<file path="config.mk">
export PLATFORM = sky130hd
export DESIGN_NAME = ir_pulse_distance_transmitter_top
export DESIGN_NICKNAME = d
export VERILOG_FILES = /design/src/hdl/irpdt_pkg.sv /design/src/hdl/ir_pulse_distance_transmitter_top.sv
export SDC_FILE = /design/constraint.sdc
export NUM_CORES = 1
export LEC_CHECK = 0
export BUFFER_PORTS_ARGS = -buffer_cell sky130_fd_sc_hd__buf_2
export CAP_MARGIN = 30
export CORE_MARGIN = 4
export CORE_UTILIZATION = 54
export DETAILED_ROUTE_END_ITERATION = 10
export GPL_TIMING_DRIVEN = 0
export MAX_ROUTING_LAYER = met4
export PLACE_DENSITY = 0.76
export SETUP_SLACK_MARGIN = 0.5
export SYNTH_ARGS = -nofsm -noshare
export SYNTH_HDL_FRONTEND = slang
export SYNTH_SLANG_ARGS = --single-unit
</file>
<file path="constraint.sdc">
create_clock -name clk_i -period 2.3 [get_ports clk_i]
set_input_delay 0.23 -clock clk_i [delete_from_list [all_inputs] [get_ports clk_i]]
set_output_delay 0.23 -clock clk_i [all_outputs]
set_load 0.05 [all_outputs]
</file>
<file path="src/hdl/irpdt_pkg.sv">
`timescale 1ns / 1ps
`default_nettype none
// ----------------------------------------------------------------------------
// irpdt_pkg
// shared widths, register indexes and reset values of the ir transmitter
// ----------------------------------------------------------------------------
package irpdt_pkg;

  // fixed field widths
  localparam int unsigned TickW  = 16;
  localparam int unsigned CodeW  = 12;
  localparam int unsigned CfgIdxW = 8;
  localparam int unsigned BitsW  = 4;

  // configuration register indexes
  localparam logic [CfgIdxW-1:0] CfgStartTicks = 8'd0;
  localparam logic [CfgIdxW-1:0] CfgOneTicks   = 8'd1;
  localparam logic [CfgIdxW-1:0] CfgZeroTicks  = 8'd2;
  localparam logic [CfgIdxW-1:0] CfgLowTicks   = 8'd3;

  // configuration reset values
  localparam logic [TickW-1:0] StartTicksRst = 16'd517;
  localparam logic [TickW-1:0] OneTicksRst   = 16'd255;
  localparam logic [TickW-1:0] ZeroTicksRst  = 16'd63;
  localparam logic [TickW-1:0] LowTicksRst   = 16'd64;

  // input word modes
  localparam logic ModeTick  = 1'b0;
  localparam logic ModeStart = 1'b1;

endpackage : irpdt_pkg
`default_nettype wire

</file>
<file path="src/hdl/ir_pulse_distance_transmitter_top.sv">
`timescale 1ns / 1ps
`default_nettype none
// ----------------------------------------------------------------------------
// ir_pulse_distance_transmitter_top
// pulse-distance infrared code transmitter, one result word per input word
// ----------------------------------------------------------------------------
// Usage:
//   input channel (in_valid_i / in_ready_o) carries mode_i and code_word_i.
//   A start word (mode 1) loads the code and restarts the sequence; a tick
//   word (mode 0) advances the waveform by one carrier half-period.
//   Every accepted word yields one result word (ir_pin_o, busy_res_o) on the
//   output channel (out_valid_o / out_ready_i) in the cycle after acceptance.
//   Throughput is one word per cycle while the receiver does not stall: the
//   state update is a single pass of counter and compare logic, and the result
//   register is refilled in the same cycle in which its word is taken.
//   When the receiver stalls, the result register holds its word and
//   in_ready_o drops until it is taken; no word is lost.
//   The config channel (cfg_valid_i, cfg_index_i, cfg_data_i) is always
//   ready; indexes 0..3 select start, one, zero and low tick lengths,
//   other indexes are ignored.
//   Reset puts the lengths to their defaults, the pin level high and the block idle.
// ----------------------------------------------------------------------------
module ir_pulse_distance_transmitter_top #(
  parameter int unsigned CODE_BITS = 12
) (
  input  wire                              clk_i,
  input  wire                              rst_ni,
  // configuration write channel
  input  wire                              cfg_valid_i,
  output logic                             cfg_ready_o,
  input  wire  [irpdt_pkg::CfgIdxW-1:0]    cfg_index_i,
  input  wire  [irpdt_pkg::TickW-1:0]      cfg_data_i,
  // input channel
  input  wire                              in_valid_i,
  output logic                             in_ready_o,
  input  wire                              mode_i,
  input  wire  [irpdt_pkg::CodeW-1:0]      code_word_i,
  // output channel
  output logic                             out_valid_o,
  input  wire                              out_ready_i,
  output logic                             ir_pin_o,
  output logic                             busy_res_o
);

  localparam int unsigned ExtW = 16;

  // configuration registers
  logic [irpdt_pkg::TickW-1:0] start_ticks_q, one_ticks_q, zero_ticks_q, low_ticks_q;

  // sequencer state
  logic [CODE_BITS-1:0]        shift_code_q, shift_code_d;
  logic [irpdt_pkg::TickW-1:0] tick_count_q, tick_count_d;
  logic [irpdt_pkg::BitsW-1:0] bits_left_q, bits_left_d;
  logic active_q, active_d;
  logic in_start_q, in_start_d;
  logic bit_setup_q, bit_setup_d;
  logic first_half_q, first_half_d;
  logic pin_level_q, pin_level_d;

  // result register
  logic out_valid_q, ir_pin_q, busy_q;

  logic            in_accept;
  logic [ExtW-1:0] code_ext;
  logic            tick_zero;

  assign cfg_ready_o = 1'b1;
  assign in_ready_o  = !out_valid_q || out_ready_i;
  assign in_accept   = in_valid_i && in_ready_o;
  assign code_ext    = {{(ExtW - irpdt_pkg::CodeW){1'b0}}, code_word_i};
  assign tick_zero   = (tick_count_q == '0);

  assign out_valid_o = out_valid_q;
  assign ir_pin_o    = ir_pin_q;
  assign busy_res_o  = busy_q;

  // configuration writes
  always_ff @(posedge clk_i or negedge rst_ni) begin
    if (!rst_ni) begin
      start_ticks_q <= irpdt_pkg::StartTicksRst;
      one_ticks_q   <= irpdt_pkg::OneTicksRst;
      zero_ticks_q  <= irpdt_pkg::ZeroTicksRst;
      low_ticks_q   <= irpdt_pkg::LowTicksRst;
    end else if (cfg_valid_i) begin
      case (cfg_index_i)
        irpdt_pkg::CfgStartTicks: start_ticks_q <= cfg_data_i;
        irpdt_pkg::CfgOneTicks:   one_ticks_q   <= cfg_data_i;
        irpdt_pkg::CfgZeroTicks:  zero_ticks_q  <= cfg_data_i;
        irpdt_pkg::CfgLowTicks:   low_ticks_q   <= cfg_data_i;
        default: ;
      endcase
    end
  end

  // next state for one accepted word
  always_comb begin
    shift_code_d = shift_code_q;
    tick_count_d = tick_count_q;
    bits_left_d  = bits_left_q;
    active_d     = active_q;
    in_start_d   = in_start_q;
    bit_setup_d  = bit_setup_q;
    first_half_d = first_half_q;
    pin_level_d  = pin_level_q;
    if (mode_i == irpdt_pkg::ModeStart) begin
      // load code and restart
      shift_code_d = code_ext[CODE_BITS-1:0];
      tick_count_d = start_ticks_q;
      bits_left_d  = irpdt_pkg::BitsW'(CODE_BITS);
      active_d     = 1'b1;
      in_start_d   = 1'b1;
      bit_setup_d  = 1'b0;
      first_half_d = 1'b0;
    end else if (active_q) begin
      if (in_start_q) begin
        // start burst
        pin_level_d = !pin_level_q;
        if (tick_zero) begin
          in_start_d  = 1'b0;
          bit_setup_d = 1'b1;
        end else begin
          tick_count_d = tick_count_q - irpdt_pkg::TickW'(1);
        end
      end else if (bit_setup_q) begin
        // setup tick, pick the next bit or finish
        bit_setup_d = 1'b0;
        if (bits_left_q == '0) begin
          pin_level_d = 1'b1;
          active_d    = 1'b0;
        end else begin
          bits_left_d  = bits_left_q - irpdt_pkg::BitsW'(1);
          tick_count_d = shift_code_q[CODE_BITS-1] ? one_ticks_q : zero_ticks_q;
          shift_code_d = shift_code_q << 1;
          first_half_d = 1'b1;
        end
      end else begin
        // high space, then toggling burst
        pin_level_d = first_half_q ? 1'b1 : !pin_level_q;
        if (tick_zero) begin
          if (first_half_q) begin
            first_half_d = 1'b0;
            tick_count_d = low_ticks_q;
          end else begin
            bit_setup_d = 1'b1;
          end
        end else begin
          tick_count_d = tick_count_q - irpdt_pkg::TickW'(1);
        end
      end
    end
  end

  // sequencer state register
  always_ff @(posedge clk_i or negedge rst_ni) begin
    if (!rst_ni) begin
      shift_code_q <= '0;
      tick_count_q <= '0;
      bits_left_q  <= '0;
      active_q     <= 1'b0;
      in_start_q   <= 1'b0;
      bit_setup_q  <= 1'b0;
      first_half_q <= 1'b0;
      pin_level_q  <= 1'b1;
    end else if (in_accept) begin
      shift_code_q <= shift_code_d;
      tick_count_q <= tick_count_d;
      bits_left_q  <= bits_left_d;
      active_q     <= active_d;
      in_start_q   <= in_start_d;
      bit_setup_q  <= bit_setup_d;
      first_half_q <= first_half_d;
      pin_level_q  <= pin_level_d;
    end
  end

  // result register valid
  always_ff @(posedge clk_i or negedge rst_ni) begin
    if (!rst_ni) begin
      out_valid_q <= 1'b0;
    end else if (in_accept) begin
      out_valid_q <= 1'b1;
    end else if (out_ready_i) begin
      out_valid_q <= 1'b0;
    end
  end

  // result payload
  always_ff @(posedge clk_i) begin
    if (in_accept) begin
      ir_pin_q <= pin_level_d;
      busy_q   <= active_d;
    end
  end

endmodule : ir_pulse_distance_transmitter_top
`default_nettype wire

</file>
==> flow_metrics.py <==
metrics = {
    "final_layout": {
        "drive_above_1_share": 0.501,
        "area_delta_synth_final_pct": 32.4,
        "nets": 609,
        "diodes": 0,
        "regArea_um2": 2640,
        "fill_cells": 605,
        "multi_input_area_um2": 2840,
    },
    "synth": {
        "yosysUniqueCellTypes": 53,
        "synthesis.area_um2": 5200,
        "synth_edf_count": 2,
        "syn_nets": 504,
        "seq_area_frac_synth": 0.507,
        "post-synth-top-area-fraction": 0.400,
        "async_reset_ff_frac": 0.981,
        "ys_ff_latch": 104,
        "ys.flop_type": "dfrtp_1",
        "synth_top_area_cell": "dfrtp_1",
        "avgSynthCellArea_um2": 11.3,
        "synth_cells": 459,
        "yosysMostFrequentCell": "dfrtp_1",
        "synth_warnings": 0,
        "ys_top_cells_by_area": "dfrtp_1 40%, mux2_2 15%, dfstp_2 9.6%",
        "yosys-top-cells-count": "83 x dfrtp_1, 67 x mux2_2, 42 x nor2_1",
    },
    "worst_setup_path": {
        "crit-reg2reg-launch": "tick_count_q[0]",
        "r2r_end": "tick_count_q[14]",
        "crit_arrival_ns": 2.55,
        "crit_path_max_fanout": 7,
        "critical_path.endpoint": "tick_count_q[14]",
        "cp-startpoint": "tick_count_q[0]",
        "end_kind": "register",
        "worstPathRequired_ns": 2.57,
        "cp-start-kind": "register",
        "r2r_setup_slack_ns": 0.02,
        "path_class": "reg -> reg",
        "reg2reg_depth": 11,
    },
    "cts": {
        "cts_tree": "built",
        "clk_latency_ns": 0.38,
        "cts.reportedPaths.clkPinSlew_ns": 0.11,
        "cts_root_buf": "clkbuf_8",
        "cts_buffers": 9,
        "cts.sinks": 104,
        "cts-htree-levels": 3,
        "cts.path.max_buffers": 2,
    },
    "die": {
        "ioPinCount": 47,
        "dieArea_um2": 11300,
        "core_um2": 9280,
        "row_count": 35,
        "start_util": 0.560,
        "chipWidth_um": 106,
        "die_h_um": 106,
    },
    "run": {
        "maxCapViolations": 0,
    },
    "timing": {
        "fin_worst_skew_ns": 0.0139,
        "slew_viol_final": 0,
        "holdWs_ns": 0.0450,
        "finalSetupViolations": 0,
        "relSlewSlack": 0.441,
        "rsz0062_at_grt": "yes",
        "fmax_mhz": 439,
        "tightest_slew_ns": 0.838,
        "hold_violations": 0,
        "post-route-period-util": 0.990,
        "finalCriticalPeriod_ns": 2.28,
    },
    "grt": {
        "antenna_found_initial": 0,
        "grt_max_degree": 53,
        "grt_first_pass_wirelength_mm": 21.1,
        "groute.usage.overall": 0.242,
        "grt_overflow": 0,
        "grt_pass1_vias": 4249,
    },
    "hold_path": {
        "hp-class": "in -> reg",
        "whs_path_depth": 2,
    },
    "status": {
        "outcome": "complete, no violations",
    },
    "power_and_ir_drop": {
        "p_per_area_nw_per_um2": 710,
        "p_leak_nw": 3.10,
        "power_mw": 4.89,
        "ir_worst_vdd_mv": 0.404,
    },
    "routing": {
        "ant_nets": 0,
        "wire_per_inst_um": 20.7,
        "drt_pass1_iterations": 7,
        "num_vias": 4291,
        "drtIter0Drc": 370,
        "drcViolationCount": 0,
        "vias_per_cell": 6.15,
        "wl_mm": 14.5,
    },
    "placement": {
        "place_hpwl_mm": 8.35,
        "gp_congestion": 0.945,
        "portBuffers": 44,
    },
}
[worst min-delay path by stage]
stage / from / to / slack (ns)
2_1_floorplan: rst_ni / active_q / -0.07
3_3_place_gp: in_valid_i / out_valid_o / 0.43
3_5_place_dp: rst_ni / out_valid_o / 0.31
4_1_cts: in_valid_i / out_valid_o / 0.05
5_1_grt: in_valid_i / out_valid_o / 0.05
6_report: in_valid_i / out_valid_o / 0.05
[cell usage in the layout (no fill, tap or decap), types with 6 or more instances in the layout]
master	instances
a21oi_1	12
a21oi_2	20
a221oi_1	8
a22o_1	6
buf_2	46
buf_4	29
buf_6	21
buf_8	6
clkbuf_1	8
clkbuf_8	10
dfrtp_1	82
dfstp_2	19
inv_1	6
mux2_2	54
mux2_4	13
mux2i_1	34
nand2_1	13
nand3_1	6
nor2_1	26
nor2_4	13
o21ai_0	11
o21ai_1	11
xnor2_1	7
[state kept, by name, summed over array words and instances (netlist names), 4 cells and up]
register / cells
low_ticks_q: 16
one_ticks_q: 16
start_ticks_q: 16
tick_count_q: 16
zero_ticks_q: 16
shift_code_q: 12
bits_left_q: 4
[metrics by stage]
| stage | setup slack [ns] | instances | instance area (um^2) | utilization | setup TNS (ns) |
|---|---|---|---|---|---|
| 2_1_floorplan | 0.233 | 459 | 5320 | - | 0 |
| 3_3_place_gp | -0.270 | 632 | 5700 | 0.614 | -1.71 |
| 3_5_place_dp | -0.113 | 634 | 5740 | 0.618 | -1.24 |
| 4_1_cts | 0.115 | 677 | 6300 | 0.679 | 0 |
| 5_1_grt | -0.0721 | 698 | 6880 | 0.741 | -0.394 |
| 6_report | 0.0228 | 698 | 6880 | 0.741 | 0 |
[layer usage]
metal	up-vias	share of wire	track usage
met5	-	0	-
met4	0	0.051	0.122
met3	70	0.063	0.0346
met2	213	0.50	0.388
met1	2127	0.39	0.300
li1	1881	-	-
[critical path, stage by stage (launching register included)]
cell and delay [ns]:
dfrtp_1 0.42, inv_2 0.11, ha_4 0.12, nor3b_4 0.22, nand4_1 0.20, or2_1 0.27
buf_6 0.15, o211ai_4 0.20, buf_12 0.17, buf_8 0.14, o21ai_1 0.09, o31ai_1 0.08
[cells by family after synthesis]
logic type,share of synthesized area
flops,0.507
fa+ha+maj,0.00722
xor+xnor,0.0152
other cells,0.000722
compound gates,0.122
simple gates,0.105
buf+inv,0.0315
mux,0.211
[final cells by class]
cell class	count	area share
sequential	104	0.383
inverter	10	0.00545
timing repair buffer	94	0.108
multi-input combinational	320	0.412
buffer	25	0.0320
clock buffer	10	0.0216
tap	129	0.0235
clock inverter	6	0.0138
[power breakdown]
part,internal [mW],leakage [nW],switching (mW)
clock network,0.693,0.123,0.682
registers,2.06,1.28,0.222
logic,0.605,1.70,0.631
[repair_timing]
item | 4_1_cts | 5_1_grt
hold buffers | 1 | 0
hold endpoints to repair | 38 | 0
resized for setup | 25 | 110
setup buffers | 25 | 18
gates cloned | 1 | 3
pin swaps | 15 | 18
endpoints found under the setup margin | 53 | 58
Note: power is estimated with default switching activity, not from simulation.
